**src/gb2312_glyph_address_engine_macros.svh**
```systemverilog
// assertion macros for the gb2312 glyph address engine
// expects clk and rst_n in the scope of each use
`ifndef GB2312_GLYPH_ADDRESS_ENGINE_MACROS_SVH
`define GB2312_GLYPH_ADDRESS_ENGINE_MACROS_SVH

`ifndef SYNTHESIS
`define GBGA_ASSERT_SAME(lbl, ante, cons) \
    lbl: assert property (@(posedge clk) disable iff (!rst_n) (ante) |-> (cons)) \
        else $error("gbga assertion failed");
`define GBGA_ASSERT_NEXT(lbl, ante, cons) \
    lbl: assert property (@(posedge clk) disable iff (!rst_n) (ante) |=> (cons)) \
        else $error("gbga assertion failed");
`else
`define GBGA_ASSERT_SAME(lbl, ante, cons)
`define GBGA_ASSERT_NEXT(lbl, ante, cons)
`endif

`endif

```
**src/gbga_pkg.sv**
```systemverilog
// shared types, constants and size tables of the glyph address engine
// no dependencies
package gbga_pkg;

    localparam int COORD_WIDTH = 10;
    localparam int CMP_W       = (COORD_WIDTH + 1 > 11) ? COORD_WIDTH + 1 : 11;
    localparam int POS_W       = 10;
    localparam int ADDR_W      = 24;
    localparam int CNT_W       = 8;
    localparam int IDX_W       = 13;
    localparam int ADV_W       = 6;
    localparam int BASE_W      = 20;
    localparam int FS_W        = 3;
    localparam int SW_W        = 11;
    localparam int PADDR_W     = 3;
    localparam int PDATA_W     = 32;

    localparam logic [COORD_WIDTH-1:0] COORD_MAX = {COORD_WIDTH{1'b1}};

    localparam logic [7:0] SYM_LO    = 8'hA1;
    localparam logic [7:0] SYM_HI    = 8'hA9;
    localparam logic [7:0] HANZI_LO  = 8'hB0;
    localparam logic [7:0] HANZI_HI  = 8'hF7;
    localparam logic [7:0] TRAIL_LO  = 8'hA1;
    localparam logic [IDX_W-1:0] ROW_LEN   = IDX_W'(94);
    localparam logic [IDX_W-1:0] HANZI_OFS = IDX_W'(846);

    localparam logic [FS_W-1:0] FONT_SIZE_RESET    = 3'd2;
    localparam logic [SW_W-1:0] SCREEN_WIDTH_RESET = 11'd240;

    localparam logic CFG_FONT_SIZE    = 1'b0;
    localparam logic CFG_SCREEN_WIDTH = 1'b1;

    typedef logic [COORD_WIDTH-1:0] coord_t;

    typedef enum logic [1:0] {
        SZ_12 = 2'd0,
        SZ_16 = 2'd1,
        SZ_24 = 2'd2,
        SZ_32 = 2'd3
    } size_t;

    typedef struct packed {
        logic start;
        logic take_lead;
        logic end_str;
        logic take_trail;
        logic calc;
        logic load_out;
    } cmd_t;

    typedef struct packed {
        logic op_start;
        logic byte_zero;
        logic lead_pending;
        logic string_ended;
        logic emit;
        logic out_free;
    } status_t;

    function automatic size_t size_sel(input logic [FS_W-1:0] fs);
        size_t s;
        case (fs) inside
            3'd0, 3'd1: s = SZ_12;
            3'd2:       s = SZ_16;
            3'd3:       s = SZ_24;
            default:    s = SZ_32;
        endcase
        return s;
    endfunction

    function automatic logic [CNT_W-1:0] size_bytes(input size_t s);
        logic [CNT_W-1:0] n;
        case (s)
            SZ_12:   n = 8'd24;
            SZ_16:   n = 8'd32;
            SZ_24:   n = 8'd72;
            default: n = 8'd128;
        endcase
        return n;
    endfunction

    function automatic logic [ADV_W-1:0] size_adv(input size_t s);
        logic [ADV_W-1:0] a;
        case (s)
            SZ_12:   a = 6'd12;
            SZ_16:   a = 6'd16;
            SZ_24:   a = 6'd24;
            default: a = 6'd32;
        endcase
        return a;
    endfunction

    function automatic logic [BASE_W-1:0] size_base(input size_t s);
        logic [BASE_W-1:0] b;
        case (s)
            SZ_12:   b = 20'h00000;
            SZ_16:   b = 20'h2C9D0;
            SZ_24:   b = 20'h68190;
            default: b = 20'hEDF00;
        endcase
        return b;
    endfunction

endpackage

```
**src/gbga_in_if.sv**
```systemverilog
// input channel of the glyph address engine: valid, ready and text item
// depends on gbga_pkg
interface gbga_in_if
    import gbga_pkg::*;
();
    logic             valid;
    logic             ready;
    logic             opcode;
    logic [7:0]       text_byte;
    logic [POS_W-1:0] start_x;
    logic [POS_W-1:0] start_y;

    modport source (output valid, opcode, text_byte, start_x, start_y, input ready);
    modport sink (input valid, opcode, text_byte, start_x, start_y, output ready);
endinterface

```
**src/gbga_out_if.sv**
```systemverilog
// output channel of the glyph address engine: valid, ready and glyph item
// depends on gbga_pkg
interface gbga_out_if
    import gbga_pkg::*;
();
    logic              valid;
    logic              ready;
    logic [ADDR_W-1:0] rom_address;
    logic [CNT_W-1:0]  byte_count;
    logic [POS_W-1:0]  glyph_x;
    logic [POS_W-1:0]  glyph_y;

    modport source (output valid, rom_address, byte_count, glyph_x, glyph_y, input ready);
    modport sink (input valid, rom_address, byte_count, glyph_x, glyph_y, output ready);
endinterface

```
**src/gbga_ctrl.sv**
```systemverilog
// controller of the glyph address engine: accepts items, sequences index and address
// depends on gbga_pkg and the assertion macro header
`include "gb2312_glyph_address_engine_macros.svh"

module gbga_ctrl
    import gbga_pkg::*;
(
    input  logic    clk,
    input  logic    rst_n,
    input  logic    in_valid,
    output logic    in_ready,
    input  status_t status,
    output cmd_t    cmd
);

    typedef enum logic [2:0] {
        S_IDLE  = 3'b001,
        S_INDEX = 3'b010,
        S_ADDR  = 3'b100
    } state_t;

    state_t state_reg;
    state_t state_next;

    always_ff @(posedge clk or negedge rst_n)
    begin
        if (!rst_n)
        begin
            state_reg <= S_IDLE;
        end
        else
        begin
            state_reg <= state_next;
        end
    end

    always_comb
    begin
        state_next = state_reg;
        cmd        = '0;
        in_ready   = 1'b0;
        unique case (state_reg)
            S_IDLE:
            begin
                in_ready = 1'b1;
                if (in_valid)
                begin
                    if (status.op_start)
                    begin
                        cmd.start = 1'b1;
                    end
                    else if (!status.string_ended)
                    begin
                        if (!status.lead_pending)
                        begin
                            if (status.byte_zero)
                            begin
                                cmd.end_str = 1'b1;
                            end
                            else
                            begin
                                cmd.take_lead = 1'b1;
                            end
                        end
                        else
                        begin
                            cmd.take_trail = 1'b1;
                            state_next     = S_INDEX;
                        end
                    end
                end
            end
            S_INDEX:
            begin
                cmd.calc   = 1'b1;
                state_next = S_ADDR;
            end
            S_ADDR:
            begin
                if (!status.emit)
                begin
                    state_next = S_IDLE;
                end
                else if (status.out_free)
                begin
                    cmd.load_out = 1'b1;
                    state_next   = S_IDLE;
                end
            end
            default:
            begin
                state_next = S_IDLE;
            end
        endcase
    end

    `GBGA_ASSERT_NEXT(a_index_then_addr, state_reg == S_INDEX, state_reg == S_ADDR)
    `GBGA_ASSERT_SAME(a_load_needs_room, cmd.load_out, status.out_free && status.emit)
    `GBGA_ASSERT_SAME(a_trail_after_lead, cmd.take_trail,
                      status.lead_pending && !status.string_ended && !status.op_start)

endmodule

```
**src/gbga_dp.sv**
```systemverilog
// datapath of the glyph address engine: config registers, cursor, index, address, output
// depends on gbga_pkg
module gbga_dp
    import gbga_pkg::*;
(
    input  logic               clk,
    input  logic               rst_n,
    input  cmd_t               cmd,
    output status_t            status,
    input  logic               opcode,
    input  logic [7:0]         text_byte,
    input  logic [POS_W-1:0]   start_x,
    input  logic [POS_W-1:0]   start_y,
    output logic               out_valid,
    input  logic               out_ready,
    output logic [ADDR_W-1:0]  rom_address,
    output logic [CNT_W-1:0]   byte_count,
    output logic [POS_W-1:0]   glyph_x,
    output logic [POS_W-1:0]   glyph_y,
    input  logic               psel,
    input  logic               penable,
    input  logic               pwrite,
    input  logic [PADDR_W-1:0] paddr,
    input  logic [PDATA_W-1:0] pwdata,
    output logic [PDATA_W-1:0] prdata
);

    logic [FS_W-1:0]   font_size_reg;
    logic [SW_W-1:0]   screen_width_reg;
    coord_t            cursor_col_reg, cursor_col_next;
    coord_t            cursor_row_reg, cursor_row_next;
    logic [7:0]        held_lead_reg;
    logic              lead_pending_reg, lead_pending_next;
    logic              string_ended_reg, string_ended_next;
    logic [7:0]        trail_reg;
    logic [IDX_W-1:0]  idx_reg;
    logic              emit_reg;
    coord_t            gx_reg, gy_reg;
    logic              out_valid_reg, out_valid_next;
    logic [ADDR_W-1:0] rom_address_reg;
    logic [CNT_W-1:0]  byte_count_reg;
    logic [POS_W-1:0]  glyph_x_reg, glyph_y_reg;

    size_t                   sel;
    logic [ADV_W-1:0]        adv;
    logic [CMP_W-1:0]        col_sum;
    logic                    wrap;
    logic [COORD_WIDTH:0]    row_sum;
    coord_t                  row_sat;
    coord_t                  col_base;
    logic [COORD_WIDTH:0]    col_adv_sum;
    coord_t                  col_sat;
    logic                    is_sym, is_hz;
    logic [6:0]              lead_row;
    logic [IDX_W-1:0]        idx_calc;
    logic [IDX_W+CNT_W-1:0]  prod;
    logic [ADDR_W-1:0]       addr_calc;
    logic                    cfg_wr;

    // config port
    assign cfg_wr = psel && penable && pwrite;
    assign prdata = (paddr[2] == CFG_SCREEN_WIDTH) ? PDATA_W'(screen_width_reg)
                                                   : PDATA_W'(font_size_reg);

    always_ff @(posedge clk or negedge rst_n)
    begin
        if (!rst_n)
        begin
            font_size_reg    <= FONT_SIZE_RESET;
            screen_width_reg <= SCREEN_WIDTH_RESET;
        end
        else if (cfg_wr)
        begin
            if (paddr[2] == CFG_FONT_SIZE)
            begin
                font_size_reg <= pwdata[FS_W-1:0];
            end
            else
            begin
                screen_width_reg <= pwdata[SW_W-1:0];
            end
        end
    end

    // size and cursor wrap
    assign sel         = size_sel(font_size_reg);
    assign adv         = size_adv(sel);
    assign col_sum     = CMP_W'(cursor_col_reg) + CMP_W'(adv);
    assign wrap        = col_sum > CMP_W'(screen_width_reg);
    assign row_sum     = (COORD_WIDTH + 1)'(cursor_row_reg) + (COORD_WIDTH + 1)'(adv);
    assign row_sat     = row_sum[COORD_WIDTH] ? COORD_MAX : row_sum[COORD_WIDTH-1:0];
    assign col_base    = wrap ? '0 : cursor_col_reg;
    assign col_adv_sum = (COORD_WIDTH + 1)'(col_base) + (COORD_WIDTH + 1)'(adv);
    assign col_sat     = col_adv_sum[COORD_WIDTH] ? COORD_MAX : col_adv_sum[COORD_WIDTH-1:0];

    // glyph index
    assign is_sym   = (trail_reg >= TRAIL_LO) && (held_lead_reg >= SYM_LO)
                      && (held_lead_reg <= SYM_HI);
    assign is_hz    = (trail_reg >= TRAIL_LO) && (held_lead_reg >= HANZI_LO)
                      && (held_lead_reg <= HANZI_HI);
    assign lead_row = 7'(is_sym ? (held_lead_reg - SYM_LO) : (held_lead_reg - HANZI_LO));
    assign idx_calc = IDX_W'(lead_row) * ROW_LEN + IDX_W'(trail_reg - TRAIL_LO)
                      + (is_hz ? HANZI_OFS : '0);

    // rom address
    assign prod      = (IDX_W + CNT_W)'(idx_reg) * (IDX_W + CNT_W)'(size_bytes(sel));
    assign addr_calc = ADDR_W'(prod) + ADDR_W'(size_base(sel));

    always_comb
    begin
        cursor_col_next   = cursor_col_reg;
        cursor_row_next   = cursor_row_reg;
        lead_pending_next = lead_pending_reg;
        string_ended_next = string_ended_reg;
        if (cmd.start)
        begin
            cursor_col_next   = COORD_WIDTH'(start_x);
            cursor_row_next   = COORD_WIDTH'(start_y);
            lead_pending_next = 1'b0;
            string_ended_next = 1'b0;
        end
        else if (cmd.end_str)
        begin
            string_ended_next = 1'b1;
        end
        else if (cmd.take_lead)
        begin
            lead_pending_next = 1'b1;
        end
        else if (cmd.take_trail)
        begin
            lead_pending_next = 1'b0;
        end
        else if (cmd.calc)
        begin
            if (wrap)
            begin
                cursor_row_next = row_sat;
            end
            cursor_col_next = col_sat;
        end
    end

    always_comb
    begin
        out_valid_next = out_valid_reg;
        if (cmd.load_out)
        begin
            out_valid_next = 1'b1;
        end
        else if (out_ready)
        begin
            out_valid_next = 1'b0;
        end
    end

    always_ff @(posedge clk or negedge rst_n)
    begin
        if (!rst_n)
        begin
            cursor_col_reg   <= '0;
            cursor_row_reg   <= '0;
            held_lead_reg    <= '0;
            lead_pending_reg <= 1'b0;
            string_ended_reg <= 1'b1;
            emit_reg         <= 1'b0;
            out_valid_reg    <= 1'b0;
        end
        else
        begin
            cursor_col_reg   <= cursor_col_next;
            cursor_row_reg   <= cursor_row_next;
            lead_pending_reg <= lead_pending_next;
            string_ended_reg <= string_ended_next;
            out_valid_reg    <= out_valid_next;
            if (cmd.start)
            begin
                held_lead_reg <= '0;
            end
            else if (cmd.take_lead)
            begin
                held_lead_reg <= text_byte;
            end
            if (cmd.calc)
            begin
                emit_reg <= is_sym || is_hz;
            end
        end
    end

    // payload registers
    always_ff @(posedge clk)
    begin
        if (cmd.take_trail)
        begin
            trail_reg <= text_byte;
        end
        if (cmd.calc)
        begin
            idx_reg <= idx_calc;
            gx_reg  <= col_base;
            gy_reg  <= wrap ? row_sat : cursor_row_reg;
        end
        if (cmd.load_out)
        begin
            rom_address_reg <= addr_calc;
            byte_count_reg  <= size_bytes(sel);
            glyph_x_reg     <= POS_W'(gx_reg);
            glyph_y_reg     <= POS_W'(gy_reg);
        end
    end

    assign status.op_start     = (opcode == 1'b0);
    assign status.byte_zero    = (text_byte == 8'd0);
    assign status.lead_pending = lead_pending_reg;
    assign status.string_ended = string_ended_reg;
    assign status.emit         = emit_reg;
    assign status.out_free     = !out_valid_reg || out_ready;

    assign out_valid   = out_valid_reg;
    assign rom_address = rom_address_reg;
    assign byte_count  = byte_count_reg;
    assign glyph_x     = glyph_x_reg;
    assign glyph_y     = glyph_y_reg;

endmodule

```
**src/gb2312_glyph_address_engine.sv**
```systemverilog
// top level of the gb2312 glyph address engine: controller, datapath, channels, config port
// depends on gbga_pkg, gbga_in_if, gbga_out_if, gbga_ctrl and gbga_dp
//
// channel   dir   carries
// in_ch     in    opcode, text_byte, start_x, start_y
// out_ch    out   rom_address, byte_count, glyph_x, glyph_y
// apb       in    font_size at 0x0, screen_width at 0x4
//
// start, lead, end and ignored bytes are handled in the idle state; a trail byte goes through
// accept, index and cursor wrap, and address multiply before the next item is taken
// the finished glyph waits in an output register; the address cycle stalls only
// while that register still holds an item not taken
// reset: cursor at 0,0, string ended, font_size 2, screen_width 240
module gb2312_glyph_address_engine
    import gbga_pkg::*;
(
    input  logic               clk,
    input  logic               rst_n,
    gbga_in_if.sink            in_ch,
    gbga_out_if.source         out_ch,
    input  logic               psel,
    input  logic               penable,
    input  logic               pwrite,
    input  logic [PADDR_W-1:0] paddr,
    input  logic [PDATA_W-1:0] pwdata,
    output logic [PDATA_W-1:0] prdata,
    output logic               pready
);

    cmd_t    cmd;
    status_t status;

    assign pready = 1'b1;

    gbga_ctrl u_ctrl (
        .clk      (clk),
        .rst_n    (rst_n),
        .in_valid (in_ch.valid),
        .in_ready (in_ch.ready),
        .status   (status),
        .cmd      (cmd)
    );

    gbga_dp u_dp (
        .clk         (clk),
        .rst_n       (rst_n),
        .cmd         (cmd),
        .status      (status),
        .opcode      (in_ch.opcode),
        .text_byte   (in_ch.text_byte),
        .start_x     (in_ch.start_x),
        .start_y     (in_ch.start_y),
        .out_valid   (out_ch.valid),
        .out_ready   (out_ch.ready),
        .rom_address (out_ch.rom_address),
        .byte_count  (out_ch.byte_count),
        .glyph_x     (out_ch.glyph_x),
        .glyph_y     (out_ch.glyph_y),
        .psel        (psel),
        .penable     (penable),
        .pwrite      (pwrite),
        .paddr       (paddr),
        .pwdata      (pwdata),
        .prdata      (prdata)
    );

endmodule
```
**src/flat_wrapper.sv**
```systemverilog
// flat-port wrapper written by rule: the top's interface ports become plain ports
module gb2312_glyph_address_engine_flat import gbga_pkg::*;
  (clk, rst_n, psel, penable, pwrite, paddr, pwdata, prdata, pready, in_ch_valid, in_ch_opcode, in_ch_text_byte, in_ch_start_x, in_ch_start_y, in_ch_ready, out_ch_valid, out_ch_rom_address, out_ch_byte_count, out_ch_glyph_x, out_ch_glyph_y, out_ch_ready);
  gbga_in_if in_ch_i ();
  gbga_out_if out_ch_i ();
  input  logic clk;
  input  logic rst_n;
  input  logic psel;
  input  logic penable;
  input  logic pwrite;
  input  logic [PADDR_W-1:0] paddr;
  input  logic [PDATA_W-1:0] pwdata;
  output logic [PDATA_W-1:0] prdata;
  output logic pready;
  input wire logic [$bits(in_ch_i.valid)-1:0] in_ch_valid;
  input wire logic [$bits(in_ch_i.opcode)-1:0] in_ch_opcode;
  input wire logic [$bits(in_ch_i.text_byte)-1:0] in_ch_text_byte;
  input wire logic [$bits(in_ch_i.start_x)-1:0] in_ch_start_x;
  input wire logic [$bits(in_ch_i.start_y)-1:0] in_ch_start_y;
  output wire logic [$bits(in_ch_i.ready)-1:0] in_ch_ready;
  output wire logic [$bits(out_ch_i.valid)-1:0] out_ch_valid;
  output wire logic [$bits(out_ch_i.rom_address)-1:0] out_ch_rom_address;
  output wire logic [$bits(out_ch_i.byte_count)-1:0] out_ch_byte_count;
  output wire logic [$bits(out_ch_i.glyph_x)-1:0] out_ch_glyph_x;
  output wire logic [$bits(out_ch_i.glyph_y)-1:0] out_ch_glyph_y;
  input wire logic [$bits(out_ch_i.ready)-1:0] out_ch_ready;
  assign in_ch_i.valid = in_ch_valid;
  assign in_ch_i.opcode = in_ch_opcode;
  assign in_ch_i.text_byte = in_ch_text_byte;
  assign in_ch_i.start_x = in_ch_start_x;
  assign in_ch_i.start_y = in_ch_start_y;
  assign in_ch_ready = in_ch_i.ready;
  assign out_ch_valid = out_ch_i.valid;
  assign out_ch_rom_address = out_ch_i.rom_address;
  assign out_ch_byte_count = out_ch_i.byte_count;
  assign out_ch_glyph_x = out_ch_i.glyph_x;
  assign out_ch_glyph_y = out_ch_i.glyph_y;
  assign out_ch_i.ready = out_ch_ready;
  gb2312_glyph_address_engine u_core (.clk(clk), .rst_n(rst_n), .in_ch(in_ch_i), .out_ch(out_ch_i), .psel(psel), .penable(penable), .pwrite(pwrite), .paddr(paddr), .pwdata(pwdata), .prdata(prdata), .pready(pready));
endmodule
```
**config.mk**
```make
export PLATFORM = sky130hd
export DESIGN_NAME = gb2312_glyph_address_engine_flat
export DESIGN_NICKNAME = d
export VERILOG_FILES = /design/src/gbga_pkg.sv /design/src/gbga_in_if.sv /design/src/gbga_out_if.sv /design/src/gbga_ctrl.sv /design/src/gbga_dp.sv /design/src/gb2312_glyph_address_engine.sv /design/src/flat_wrapper.sv
export VERILOG_INCLUDE_DIRS = /design/src /design/src/src
export SDC_FILE = /design/constraint.sdc
export NUM_CORES = 1
export LEC_CHECK = 0
export BUFFER_PORTS_ARGS = -buffer_cell sky130_fd_sc_hd__buf_4
export CORE_UTILIZATION = 45
export DETAILED_ROUTE_END_ITERATION = 8
export PLACE_DENSITY = 0.7
export SKIP_CTS_REPAIR_TIMING = 1
export SYNTH_ARGS = -nofsm -noshare
export SYNTH_HDL_FRONTEND = slang
export SYNTH_SLANG_ARGS = --single-unit
```
**constraint.sdc**
```tcl
create_clock -name clk -period 20.4 [get_ports clk]
set_input_delay 0 -clock clk [delete_from_list [all_inputs] [get_ports clk]]
set_output_delay 0 -clock clk [all_outputs]
set_load 0.05 [all_outputs]
```
Word level (Yosys, flattened, before mapping)
Index checks and enable logic that the tools add are counted.
- register bits after elaboration: 142
- bits in latches: 0
- bits in writable memories: 0
- bits in read-only memories: 0
- input port bits: 71
- word-level logic and storage cells: 129
- memories: 0
- add/sub/neg operators: 9
- multipliers: 2
- div/mod/pow operators: 0
- $lt $le $gt $ge: 6
- equality and inequality tests: 16
- shifts and indexed selects: 0
- multiplexer cells: 54
- bitwise gates (word level): 1
- reduce and logical (&&, ||, !) cells: 23
- operators with widths (cell ; count):
    two-way mux 10 bit ; 15
    case mux 20 bit (3 select lines) ; 1
    adder 10 x 6 -> 11 bit ; 3
    >= comparator 8 bit (second input constant) ; 3
    two-way mux 3 bit ; 8
    case mux 8 bit (3 select lines) ; 1
    adder 21 x 20 -> 22 bit ; 1
    multiplier 13 x 8 -> 21 bit ; 1
    two-way mux 1 bit ; 18
    case mux 6 bit (3 select lines) ; 1
    less-or-equal comparator 8 bit (second input constant) ; 2
    two-way mux 8 bit ; 2
    subtractor 7 x 6 -> 7 bit (second input constant) ; 2
    adder 13 x 10 -> 13 bit ; 1
    adder 13 bit ; 1
    multiplier 7 x 6 -> 12 bit (second input constant) ; 1
    greater-than comparator 11 bit ; 1
    two-way mux 11 bit ; 1
    == test 3 x 2 -> 1 bit (second input constant) ; 3
    case mux 3 bit (3 select lines) ; 1
    subtractor 8 x 8 -> 9 bit (second input constant) ; 1
    zero test 8 bit ; 1
    two-way mux 4 bit ; 2
    inequality test 2 bit (second input constant) ; 4
    other kinds (20) ; 36

Logic depth before layout (Yosys ltp)
Gate-level depths: netlist of run 1.
- word-level depth: 16
- gate-level depth with buffers: 29
- depth with buffers taken out: 28

Cells and area by module
A second synthesis of run 1 with hierarchy kept.
- cells, all modules: 1019
- area total of the unflattened synthesis: 10726.5 um2
- modules (own cells, without submodules) (module ; times used ; cells each ; area an instance (um2)):
    gbga_dp ; 1 ; 998 ; 10520.1
    gbga_ctrl ; 1 ; 19 ; 195.2
    gb2312_glyph_address_engine ; 1 ; 2 ; 11.3

Least setup slack after synthesis of run 1
OpenSTA, ideal clock, no wires.
- path type: register to register
- start point: register u_core.u_dp.held_lead_reg[0]
- end point: register u_core.u_dp.idx_reg[12] (data pin)
- setup time: 0.259 ns
- arrival time: 6.203 ns
- data required time: 20.141 ns
- setup slack: 13.938 ns
- cell stages (with the launch flop): 26
- path buffers: 1
- path through: dfrtp_1 > inv_1 > ha_1 > or3b_1 > a21oi_1 > and4bb_4 > clkbuf_1 > o21ai_0 > fa_1 > inv_1 > fa_1 > fa_1 > inv_1 > ha_1 > inv_1 > o21bai_1 > a21oi_1 > xor2_1 > fa_1 > inv_1 > ha_1 > or3_1 > a311o_1 > o211ai_1 > o21ai_0 > xnor2_1
- cells in the longest elaborated chain, start to end: 7
- elaborated cells between the ends (all ways): 15
- ends and longest elaborated chain (what ; RTL line ; RTL):
    from (decl) ; gbga_dp.sv:32 ; logic [7:0] held_lead_reg;
    from (signal assigned) ; gbga_dp.sv:182 ; held_lead_reg <= text_byte;
    >= comparator 8 bit ; gbga_dp.sv:97 ; assign is_sym = (trail_reg >= TRAIL_LO) && (held_lead_reg >= SYM_LO)
    logical AND 1 bit ; gbga_dp.sv:97 ;
    logical AND 1 bit ; gbga_dp.sv:98 ; && (held_lead_reg <= SYM_HI);
    two-way mux 7 bit ; gbga_dp.sv:101 ; assign lead_row = 7'(is_sym ? (held_lead_reg - SYM_LO) : (held_lead_reg - HANZI_LO));
    multiplier 7 x 6 -> 12 bit ; gbga_dp.sv:102 ; assign idx_calc = IDX_W'(lead_row) * ROW_LEN + IDX_W'(trail_reg - TRAIL_LO)
    adder 13 bit ; gbga_dp.sv:102 ;
    adder 13 x 10 -> 13 bit (*) ; gbga_dp.sv:103 ; + (is_hz ? HANZI_OFS : '0);
    net u_core.u_dp.idx_calc[12] ; gbga_dp.sv:55 ; logic [IDX_W-1:0] idx_calc;
    to (signal assigned) ; gbga_dp.sv:200 ; idx_reg <= idx_calc;
    to (decl) ; gbga_dp.sv:36 ; logic [IDX_W-1:0] idx_reg;
The timed path passes the listed nets; every way through them passes the cells marked *.
A chain may end at the register's enable or synchronous reset.

Worst setup path in the final report of run 1
- start point: register u_core.u_dp.font_size_reg[2]
- end point: register u_core.u_dp.cursor_col_reg[7]
- cells in the longest elaborated chain, start to end: 16
- elaborated cells between the ends (all ways): 22
- ends and longest elaborated chain (what ; RTL line ; RTL):
    from (decl) ; gbga_dp.sv:28 ; logic [FS_W-1:0] font_size_reg;
    from (signal assigned) ; gbga_dp.sv:76 ; font_size_reg <= pwdata[FS_W-1:0];
    == test 3 x 2 -> 1 bit ; gbga_dp.sv:86 ; assign sel = size_sel(font_size_reg);
    two-way mux 1 bit ; gbga_pkg.sv:63 ; case (fs) inside
    two-way mux 2 bit ; gbga_pkg.sv:63 ;
    two-way mux 2 bit (*) ; gbga_pkg.sv:63 ;
    == test 2 bit (tied with other cells) ; gbga_pkg.sv:85 ; case (s)
    case mux 6 bit (3 select lines) (*) ; gbga_pkg.sv:85 ;
    net u_core.u_dp.adv[3] ; gbga_dp.sv:45 ; logic [ADV_W-1:0] adv;
    adder 10 x 6 -> 11 bit (*) ; gbga_dp.sv:88 ; assign col_sum = CMP_W'(cursor_col_reg) + CMP_W'(adv);
    [... 2 more ...] ; - ;
    net u_core.u_dp.col_base[3] ; gbga_dp.sv:50 ; coord_t col_base;
    adder 10 x 6 -> 11 bit (*) ; gbga_dp.sv:93 ; assign col_adv_sum = (COORD_WIDTH + 1)'(col_base) + (COORD_WIDTH + 1)'(adv);
    two-way mux 10 bit (*) ; gbga_dp.sv:94 ; assign col_sat = col_adv_sum[COORD_WIDTH] ? COORD_MAX : col_adv_sum[COORD_WIDTH-1:0];
    two-way mux 10 bit (*) ; gbga_dp.sv:134 ; else if (cmd.calc)
    two-way mux 10 bit (*) ; gbga_dp.sv:130 ; else if (cmd.take_trail)
    two-way mux 10 bit (*) ; gbga_dp.sv:126 ; else if (cmd.take_lead)
    two-way mux 10 bit (*) ; gbga_dp.sv:122 ; else if (cmd.end_str)
    two-way mux 10 bit (*) ; gbga_dp.sv:115 ; if (cmd.start)
    to (signal assigned) ; gbga_dp.sv:171 ; cursor_col_reg <= cursor_col_next;
    to (decl) ; gbga_dp.sv:30 ; coord_t cursor_col_reg, cursor_col_next;
The timed path passes the listed nets; every way through them passes the cells marked *. The select of a mux whose other input is x is not followed.

==> results of run 1 <==
==> Yosys cell counts (10+ instances only) <==
master,number
a21o_1,16
a21oi_1,50
a31oi_1,14
and2_1,36
buf_4,30
clkbuf_1,27
dfrtp_1,42
edfxtp_1,85
fa_1,67
ha_1,122
inv_1,122
mux2_2,19
nand2_1,96
nand2b_1,11
nand3_1,10
nor2_1,51
nor2b_1,26
nor3_1,16
o21ai_0,35
xnor2_1,39
xor2_1,20
==> power breakdown <==
part           switching, µW  internal, µW
Sequential              33.3           404
Combinational            823           716
Clock                    133           164
==> layout make-up <==
type / instances / area (µm²) / share of cell area [%]
clock inverters: 14 / 131.4 / 1.036
multi-input cells: 748 / 6210 / 48.98
clock buffers: 18 / 439.2 / 3.464
inverters: 122 / 457.9 / 3.612
flip-flops and latches: 134 / 3787 / 29.87
repair buffers: 154 / 1261 / 9.948
well taps: 313 / 391.6 / 3.089
==> critical path, stage by stage (launching register included) <==
cell	delay (ns)
dfrtp_1	0.75
nor2b_1	0.90
and2_0	0.73
nor2_1	0.12
buf_4	0.24
inv_1	0.25
ha_1	0.29
a21o_1	0.17
a21oi_1	0.23
nor2b_1	0.09
o21ai_0	0.22
xnor2_1	0.12
ha_1	0.31
nand2_1	0.05
o21ai_0	0.21
o21ai_0	0.14
a21bo_2	0.60
nor2_1	0.19
fa_1	0.49
a21o_1	0.19
a21oi_1	0.33
or2_2	0.24
nand2_1	0.06
mux2_2	0.27
nand3_1	0.09
a21oi_1	0.07
==> metrics by stage <==
stage | hold slack, ns | setup WS, ns | cells | cell area [µm²]
after global placement | 0.08185 | 13.24 | 1429 | 11690
final | 0.03061 | 12.92 | 1503 | 12680
after CTS | -0.3808 | 12.94 | 1461 | 12260
after detailed placement | 0.08074 | 13.00 | 1429 | 11690
after global routing | 0.09350 | 12.38 | 1503 | 12680
after floorplan | -0.2956 | 13.94 | 1061 | 10770
==> per-layer routing <==
layer	track usage [%]	vias to the layer above	wire, µm	part of all wire (%)
li1	-	3750	-	-
met3	3.139	35	1116	5.0
met5	0	-	0	0
met4	6.583	0	422	1.9
met1	24.27	3691	9791	44
met2	29.53	217	10800	49
==> how the worst max path moves through the flow <==
stage / startpoint / end / slack (ns) / cells past startpoint
global placement: u_core.u_dp.font_size_reg[2] / u_core.u_dp.cursor_col_reg[7] / 13.24 / 25
global route: u_core.u_dp.font_size_reg[2] / u_core.u_dp.cursor_col_reg[7] / 12.38 / 25
finish: u_core.u_dp.font_size_reg[2] / u_core.u_dp.cursor_col_reg[7] / 12.92 / 25
CTS: u_core.u_dp.font_size_reg[2] / u_core.u_dp.cursor_col_reg[7] / 12.94 / 25
detailed placement: u_core.u_dp.font_size_reg[2] / u_core.u_dp.cursor_col_reg[7] / 13.00 / 25
floorplan: u_core.u_dp.held_lead_reg[0] / u_core.u_dp.idx_reg[12] / 13.94 / 25
==> cells by family after synthesis <==
kind of cell	share of synthesized area [%]
fa+ha+maj	26.90
buf+inv	7.357
compound gates	9.611
simple gates	13.11
flops	35.52
xor+xnor	5.058
mux	2.382
other cells	0.07043
==> impl_metrics.py, run 1 <==
metrics = {
    "outcome": {
        "outcome": "complete, no violations",
    },
    "synth": {
        "ys_ff_latch": 134,
        "synth-edff-count": 85,
        "async_reset_ff_share_pct": 36.57,
        "yosys.area.top_type": "edfxtp_1",
        "syn_avg_cell_area_um2": 10.32,
        "synth_top_cells_by_area": "edfxtp_1 (24%), ha_1 (14%), fa_1 (13%)",
        "synth_top_area_share_pct": 23.94,
        "netlist_area_um2": 10660,
        "ys_seq_area_share_pct": 35.52,
        "ys.warnings.count": 0,
        "yosysUniqueCellTypes": 56,
        "synthFlopType": "edfxtp_1",
        "syn_inst": 1033,
    },
    "setup_path": {
        "endpoint_kind": "flip-flop",
        "r2r-end": "u_core.u_dp.cursor_col_reg[7]",
        "r2r_start": "u_core.u_dp.font_size_reg[2]",
        "worstSetupPathType": "flip-flop to flip-flop",
        "start_kind": "flip-flop",
        "required_ns": 20.70,
        "reg2reg_depth": 25,
        "path_max_fanout": 28,
        "r2r_slack_ns": 12.92,
        "arrival_ns": 7.78,
    },
    "route": {
        "vias": 7693,
        "routed_wl_um": 22130,
        "route.detailed.drc": 0,
        "ant_nets": 0,
        "dr.first_iter.drc_count": 481,
        "drt-wirelength-per-cell_um": 14.73,
        "firstDrtPassIters": 7,
        "via_per_inst": 5.118,
    },
    "min_path": {
        "min_path_cells": 4,
        "hold_start": "in_ch_valid",
        "worst_hold_path_type": "input port to flip-flop",
        "hold_end": "u_core.u_dp.string_ended_reg",
    },
    "power": {
        "total_power_uw": 2274,
        "p_leak_uw": 0.005909,
        "power.density_nw_per_um2": 179.3,
        "ir_drop_uv": 183.9,
    },
    "global_routing": {
        "grt_pass1_wl_um": 34760,
        "antenna_found_initial": 1,
        "grt_overflow": 0,
        "grt_pass1_vias": 7255,
        "grt_max_degree": 50,
        "grt_util_all_layers_pct": 18.14,
    },
    "place": {
        "dp_hpwl_um": 16570,
        "gp_congestion": 0.8268,
        "portBuffers": 104,
    },
    "sta": {
        "grt_setup_unrepaired": "no",
        "tns_ns": 0,
        "tightestPinTransition_ns": 0.9835,
        "relSlewSlack_pct": 34.43,
        "finalCritPeriodShare_pct": 36.66,
        "drv_slew": 0,
        "min_period_ns": 7.479,
        "max_freq_mhz": 133.7,
        "finalHoldViolations": 0,
        "setup_viol": 0,
        "clock-skew-final_ns": 0.01600,
    },
    "cts": {
        "tritoncts": "yes",
        "cts_buffer_depth": 2,
        "cts_htree_levels": 4,
        "cts_root_buffer": "clkbuf_16",
        "clock-sinks": 134,
        "cts_buffers": 17,
        "clk_pin_slew_worst_paths_ns": 0.07,
        "clk_latency_ns": 0.43,
    },
    "floorplan": {
        "start_util_pct": 46.53,
        "fp.dieH_um": 155.9,
        "rows": 55,
        "die_area_um2": 24310,
        "die_w_um": 155.9,
        "io_pins": 158,
        "core_um2": 22920,
    },
    "layout": {
        "layout_common_cells": "ha_1 (122), inv_1 (121), buf_4 (112)",
        "fin_util_pct": 55.33,
        "layout-drive-gt1-share_pct": 15.13,
        "layout_commonest_cell": "ha_1",
        "fin_nets": 1437,
        "n_antenna_cell": 0,
        "syn_to_final_growth_pct": 18.90,
        "largest_reg_flops": 19,
        "fill_cells": 1972,
    },
    "flow_run": {
        "drv_cap": 0,
    },
}
(Power assumes the default switching activity.)
==> run 2, diff against run 1 <==
--- a/config.mk
+++ b/config.mk
@@ -6,10 +6,11 @@
 export SDC_FILE = /design/constraint.sdc
 export NUM_CORES = 1
 export LEC_CHECK = 0
+export ABC_AREA = 1
 export BUFFER_PORTS_ARGS = -buffer_cell sky130_fd_sc_hd__buf_4
 export CORE_UTILIZATION = 45
 export DETAILED_ROUTE_END_ITERATION = 8
-export PLACE_DENSITY = 0.7
+export PLACE_DENSITY = 0.73
 export SKIP_CTS_REPAIR_TIMING = 1
 export SYNTH_ARGS = -nofsm -noshare
 export SYNTH_HDL_FRONTEND = slang
==> constraint.sdc (replaced) <==
create_clock -name clk -period 6.79 [get_ports clk]
set_input_delay 0 -clock clk [delete_from_list [all_inputs] [get_ports clk]]
set_output_delay 0 -clock clk [all_outputs]
set_load 0.05 [all_outputs]
==> run 2 against run 1 <==
  * Maximum frequency increased by 22%
  * Sequential share of layout area decreased by 0.97 points
  * Register-to-register slack got worse by 12 ns
  * Highest routed layer unchanged
==> impl_metrics.py, run 2 <==
metrics = {
    "outcome": {
        "outcome": "complete, no violations",
    },
    "synth": {
        "syn_avg_cell_area_um2": 8.938,
        "async_reset_ff_share_pct": 36.57,
        "ys_ff_latch": 134,
        "yosysMostFrequentCell": "inv_1",
        "ys.warnings.count": 0,
        "syn_inst": 1235,
        "ys_seq_area_share_pct": 34.31,
        "yosys.area.top_type": "edfxtp_1",
        "synthFlopType": "edfxtp_1",
        "synth_top_cells_by_area": "edfxtp_1 (23%), ha_1 (14%), fa_1 (12%)",
        "yosysUniqueCellTypes": 51,
        "synth_top_area_share_pct": 23.12,
        "synth-edff-count": 85,
        "netlist_area_um2": 11040,
        "synthTopCellsByCount": "inv_1 (231), nand2_1 (222), ha_1 (122)",
    },
    "floorplan": {
        "rows": 56,
        "die_w_um": 158.6,
        "die_area_um2": 25160,
        "core_um2": 23750,
        "start_util_pct": 46.47,
        "fp.dieH_um": 158.6,
        "io_pins": 158,
    },
    "route": {
        "ant_nets": 0,
        "drt-wirelength-per-cell_um": 13.18,
        "firstDrtPassIters": 7,
        "dr.first_iter.drc_count": 428,
        "via_per_inst": 4.835,
        "routed_wl_um": 22640,
        "route.detailed.drc": 0,
        "vias": 8307,
    },
    "setup_path": {
        "path_max_fanout": 11,
        "crit_path_top_delay_cell": "fa_1",
        "reg2reg_depth": 33,
        "startpoint": "u_core.u_dp.held_lead_reg[0]",
        "endpoint_kind": "flip-flop",
        "worstSetupPathType": "flip-flop to flip-flop",
        "cp_common_cell": "inv_1",
        "r2r_slack_ns": 0.64,
        "required_ns": 6.97,
        "arrival_ns": 6.33,
        "crit_path_max_incr_delay_ns": 0.54,
        "r2r-end": "u_core.u_dp.idx_reg[12]",
        "r2r_start": "u_core.u_dp.held_lead_reg[0]",
        "start_kind": "flip-flop",
    },
    "place": {
        "portBuffers": 104,
        "gp_congestion": 0.8926,
        "dp_hpwl_um": 17480,
    },
    "global_routing": {
        "antenna_found_initial": 0,
        "grt_pass1_wl_um": 35980,
        "grt_util_all_layers_pct": 18.35,
        "grt_max_degree": 50,
        "grt_pass1_vias": 7907,
        "grt_overflow": 0,
    },
    "flow_run": {
        "drv_cap": 0,
    },
    "min_path": {
        "hold_start": "in_ch_valid",
        "hold_end": "u_core.u_ctrl.state_reg[1]",
        "worst_hold_path_type": "input port to flip-flop",
        "min_path_cells": 5,
    },
    "sta": {
        "finalCritPeriodShare_pct": 90.59,
        "relSlewSlack_pct": 42.99,
        "tns_ns": 0,
        "min_period_ns": 6.151,
        "clock-skew-final_ns": 0.006811,
        "finalHoldViolations": 0,
        "drv_slew": 0,
        "tightestPinTransition_ns": 0.8542,
        "setup_viol": 0,
        "max_freq_mhz": 162.6,
        "grt_setup_unrepaired": "no",
    },
    "cts": {
        "cts_htree_levels": 4,
        "cts_buffers": 17,
        "clock-sinks": 134,
        "cts_buffer_depth": 2,
        "cts_root_buffer": "clkbuf_16",
        "clk_latency_ns": 0.42,
        "tritoncts": "yes",
        "clk_pin_slew_worst_paths_ns": 0.06,
    },
    "layout": {
        "layout_commonest_cell": "inv_1",
        "largest_reg_flops": 19,
        "fin_nets": 1646,
        "layout_common_cells": "inv_1 (231), nand2_1 (222), ha_1 (122)",
        "fill_cells": 2102,
        "syn_to_final_growth_pct": 18.71,
        "layout-drive-gt1-share_pct": 14.51,
        "n_antenna_cell": 0,
    },
}
## run 2: cell types whose count changed after synthesis, moves of 14 or more
cell      change
a21o_1       -14
and2_1       -36
clkbuf_1     -15
inv_1       +109
mux2_2       -19
nand2_1     +126
nand3_1      +37
nor2_1       +56
nor2b_1      -26
o21ai_1      +27
xnor2_1      -24
xor2_1       +18
## run 2: routing by layer
layer / up-vias / GRT usage, % / wire [µm]
li1: 4158 / - / -
met1: 3909 / 23.32 / 9909
met2: 215 / 31.68 / 11380
met3: 25 / 3.130 / 987
met4: 0 / 5.815 / 361
met5: - / 0 / 0
## run 2: layout make-up
| class | count | area, µm² | share of cell area [%] |
|---|---|---|---|
| Clock buffer | 18 | 429.2 | 3.275 |
| Clock inverter | 14 | 190.2 | 1.451 |
| Inverter | 241 | 914.6 | 6.980 |
| Multi-Input combinational cell | 837 | 6115 | 46.66 |
| Sequential cell | 134 | 3787 | 28.90 |
| Tap cell | 319 | 399.1 | 3.046 |
| Timing Repair Buffer | 155 | 1269 | 9.682 |
## run 2: worst max-delay path: cells and delay by family (launching register included)
family	cells	cell delay, ns
AOI/OAI and AO/OA	4	0.58
xor gates and xnor gates	2	0.45
adders and majority gates	7	2.63
buffers and inverters	6	0.49
DFF	1	0.41
and+or+nand+nor	14	1.34
## run 2: metrics by stage
step | hold WS, ns | worst slack (ns) | utilization [%] | cells | instance area (µm²)
2_1_floorplan | -0.2956 | 0.9700 | - | 1263 | 11140
3_3_place_gp | 0.07095 | 0.6746 | 50.78 | 1644 | 12060
3_5_place_dp | 0.07894 | 0.5246 | 50.78 | 1644 | 12060
4_1_cts | -0.3723 | 0.4617 | 53.39 | 1676 | 12680
5_1_grt | 0.03977 | 0.1642 | 55.17 | 1718 | 13100
6_report | 0.01512 | 0.6386 | 55.17 | 1718 | 13100
## run 2: worst max-delay path by stage
stage / to / cells after the start
after floorplan: u_core.u_dp.idx_reg[12] / 33
after global placement: u_core.u_dp.cursor_col_reg[9] / 36
after detailed placement: u_core.u_dp.cursor_col_reg[7] / 36
after CTS: u_core.u_dp.cursor_col_reg[9] / 36
after global routing: u_core.u_dp.idx_reg[11] / 31
final: u_core.u_dp.idx_reg[12] / 33
## run 2: logic make-up (layout without fill, tap and decap cells)
| kind of cell | after synthesis | in the layout | synth area share (%) |
|---|---|---|---|
| xor gates and xnor gates | 53 | 53 | 4.205 |
| and+or+nand+nor | 421 | 421 | 16.43 |
| AOI/OAI and AO/OA | 144 | 144 | 7.617 |
| DFF | 134 | 134 | 34.31 |
| adders and majority gates | 189 | 189 | 25.98 |
| buffers and inverters | 292 | 428 | 11.39 |
| other | 2 | 30 | 0.06804 |
Power of run 2 is left out: the tool's default activity adds up to more than one toggle a clock period on the data nets, which glitch-free logic cannot reach.
==> run 3, diff against run 2 <==
--- a/config.mk
+++ b/config.mk
@@ -9,6 +9,8 @@
 export ABC_AREA = 1
 export BUFFER_PORTS_ARGS = -buffer_cell sky130_fd_sc_hd__buf_4
 export CORE_UTILIZATION = 45
+export CTS_BUF_LIST = sky130_fd_sc_hd__clkbuf_16
+export CTS_CLUSTER_SIZE = 30
 export DETAILED_ROUTE_END_ITERATION = 8
 export PLACE_DENSITY = 0.73
 export SKIP_CTS_REPAIR_TIMING = 1
==> run 3 against run 2 <==
  * Hold slack unchanged
  * Routed wire length about the same
  * Sequential cell count unchanged
  * Final area unchanged
  * First-iteration DRC count unchanged
  * Register-to-register slack about the same
  * Critical path type unchanged
  * Critical endpoint unchanged
==> impl_metrics.py, run 3 (synthesized netlist as in run 2, its figures left out) <==
metrics = {
    "layout": {
        "layout_commonest_cell": "inv_1",
        "layout-drive-gt1-share_pct": 14.51,
        "largest_reg_flops": 19,
        "layout_common_cells": "inv_1 (232), nand2_1 (222), ha_1 (122)",
        "n_antenna_cell": 0,
        "fin_util_pct": 55.17,
        "syn_to_final_growth_pct": 18.71,
        "fin_nets": 1646,
    },
    "setup_path": {
        "path_max_fanout": 11,
        "reg2reg_depth": 33,
        "crit_family": "adder cells",
        "r2r-end": "u_core.u_dp.idx_reg[12]",
        "worstSetupPathType": "flip-flop to flip-flop",
        "r2r_start": "u_core.u_dp.held_lead_reg[0]",
        "cp_num_buf_inv": 6,
        "crit_path_top_delay_cell": "fa_1",
        "r2r_slack_ns": 0.64,
        "crit_path_max_incr_delay_ns": 0.54,
        "cp_common_cell": "inv_1",
        "startpoint": "u_core.u_dp.held_lead_reg[0]",
        "endpoint_kind": "flip-flop",
        "arrival_ns": 6.33,
        "start_kind": "flip-flop",
        "required_ns": 6.97,
    },
    "sta": {
        "grt_setup_unrepaired": "no",
        "drv_slew": 0,
        "finalHoldViolations": 0,
        "max_freq_mhz": 162.6,
        "tightestPinTransition_ns": 0.8542,
        "tns_ns": 0,
        "min_period_ns": 6.151,
        "relSlewSlack_pct": 42.99,
        "finalCritPeriodShare_pct": 90.59,
        "clock-skew-final_ns": 0.006811,
        "setup_viol": 0,
    },
    "global_routing": {
        "grt_pass1_vias": 7907,
        "grt_pass1_wl_um": 35980,
        "antenna_found_initial": 0,
        "grt_overflow": 0,
        "grt_max_degree": 50,
        "grt_util_all_layers_pct": 18.35,
    },
    "route": {
        "top_layer_used": "met4",
        "routed_wl_um": 22640,
        "wl_met1_um": 9907,
        "wl_met2_um": 11380,
        "dr.first_iter.drc_count": 428,
        "ant_nets": 0,
        "route.detailed.drc": 0,
        "route.met3.wl_um": 990,
        "firstDrtPassIters": 7,
        "drt-wirelength-per-cell_um": 13.18,
        "vias": 8308,
        "via_per_inst": 4.836,
    },
    "cts": {
        "cts_buffers": 17,
        "tritoncts": "yes",
        "cts_buffer_depth": 2,
        "clock-sinks": 134,
        "clk_pin_slew_worst_paths_ns": 0.06,
        "cts_root_buffer": "clkbuf_16",
        "clk_latency_ns": 0.42,
        "cts_htree_levels": 4,
    },
    "flow_run": {
        "drv_cap": 0,
    },
    "min_path": {
        "hold_start": "in_ch_valid",
        "worst_hold_path_type": "input port to flip-flop",
        "hold_end": "u_core.u_ctrl.state_reg[1]",
        "min_path_cells": 5,
    },
    "floorplan": {
        "start_util_pct": 46.47,
        "die_area_um2": 25160,
        "rows": 56,
        "core_um2": 23750,
        "fp.dieH_um": 158.6,
        "io_pins": 158,
        "die_w_um": 158.6,
    },
    "place": {
        "portBuffers": 104,
        "dp_hpwl_um": 17480,
        "gp_congestion": 0.8926,
    },
    "outcome": {
        "outcome": "complete, no violations",
    },
}
## run 3: worst max-delay path by stage
stage | to | slack (ns) | depth (start not counted)
floorplan | u_core.u_dp.idx_reg[12] | 0.97 | 33
global placement | u_core.u_dp.cursor_col_reg[9] | 0.67 | 36
detailed placement | u_core.u_dp.cursor_col_reg[7] | 0.52 | 36
CTS | u_core.u_dp.cursor_col_reg[9] | 0.46 | 36
global route | u_core.u_dp.idx_reg[11] | 0.16 | 31
finish | u_core.u_dp.idx_reg[12] | 0.64 | 33
## run 3: layout make-up
class                           instances  area [µm²]
Timing Repair Buffer                  155        1269
Clock inverter                         15       193.9
Clock buffer                           17       425.4
Inverter                              241       914.6
Multi-Input combinational cell        837        6115
Fill cell                            2102       10650
Sequential cell                       134        3787
Tap cell                              319       399.1
## run 3: worst min-delay path, delay by kind of cell
family / cells / cell delay [ns]
buffers and inverters: 3 / 0.28
AND/OR/NAND/NOR: 2 / 0.10
## run 3: stage by stage
stage | instance area [µm²] | instances | hold WS (ns) | worst slack (ns)
3_5_place_dp | 12060 | 1644 | 0.07894 | 0.5246
2_1_floorplan | 11140 | 1263 | -0.2956 | 0.9700
4_1_cts | 12680 | 1676 | -0.3723 | 0.4617
3_3_place_gp | 12060 | 1644 | 0.07095 | 0.6746
6_report | 13100 | 1718 | 0.01512 | 0.6386
5_1_grt | 13100 | 1718 | 0.03977 | 0.1642
## run 3: per-layer routing
layer  GRT usage, %  vias up
li1               -     4158
met1          23.32     3908
met2          31.68      217
met3          3.130       25
met4          5.815        0
met5              0        -
Power of run 3 is left out for the same reason.
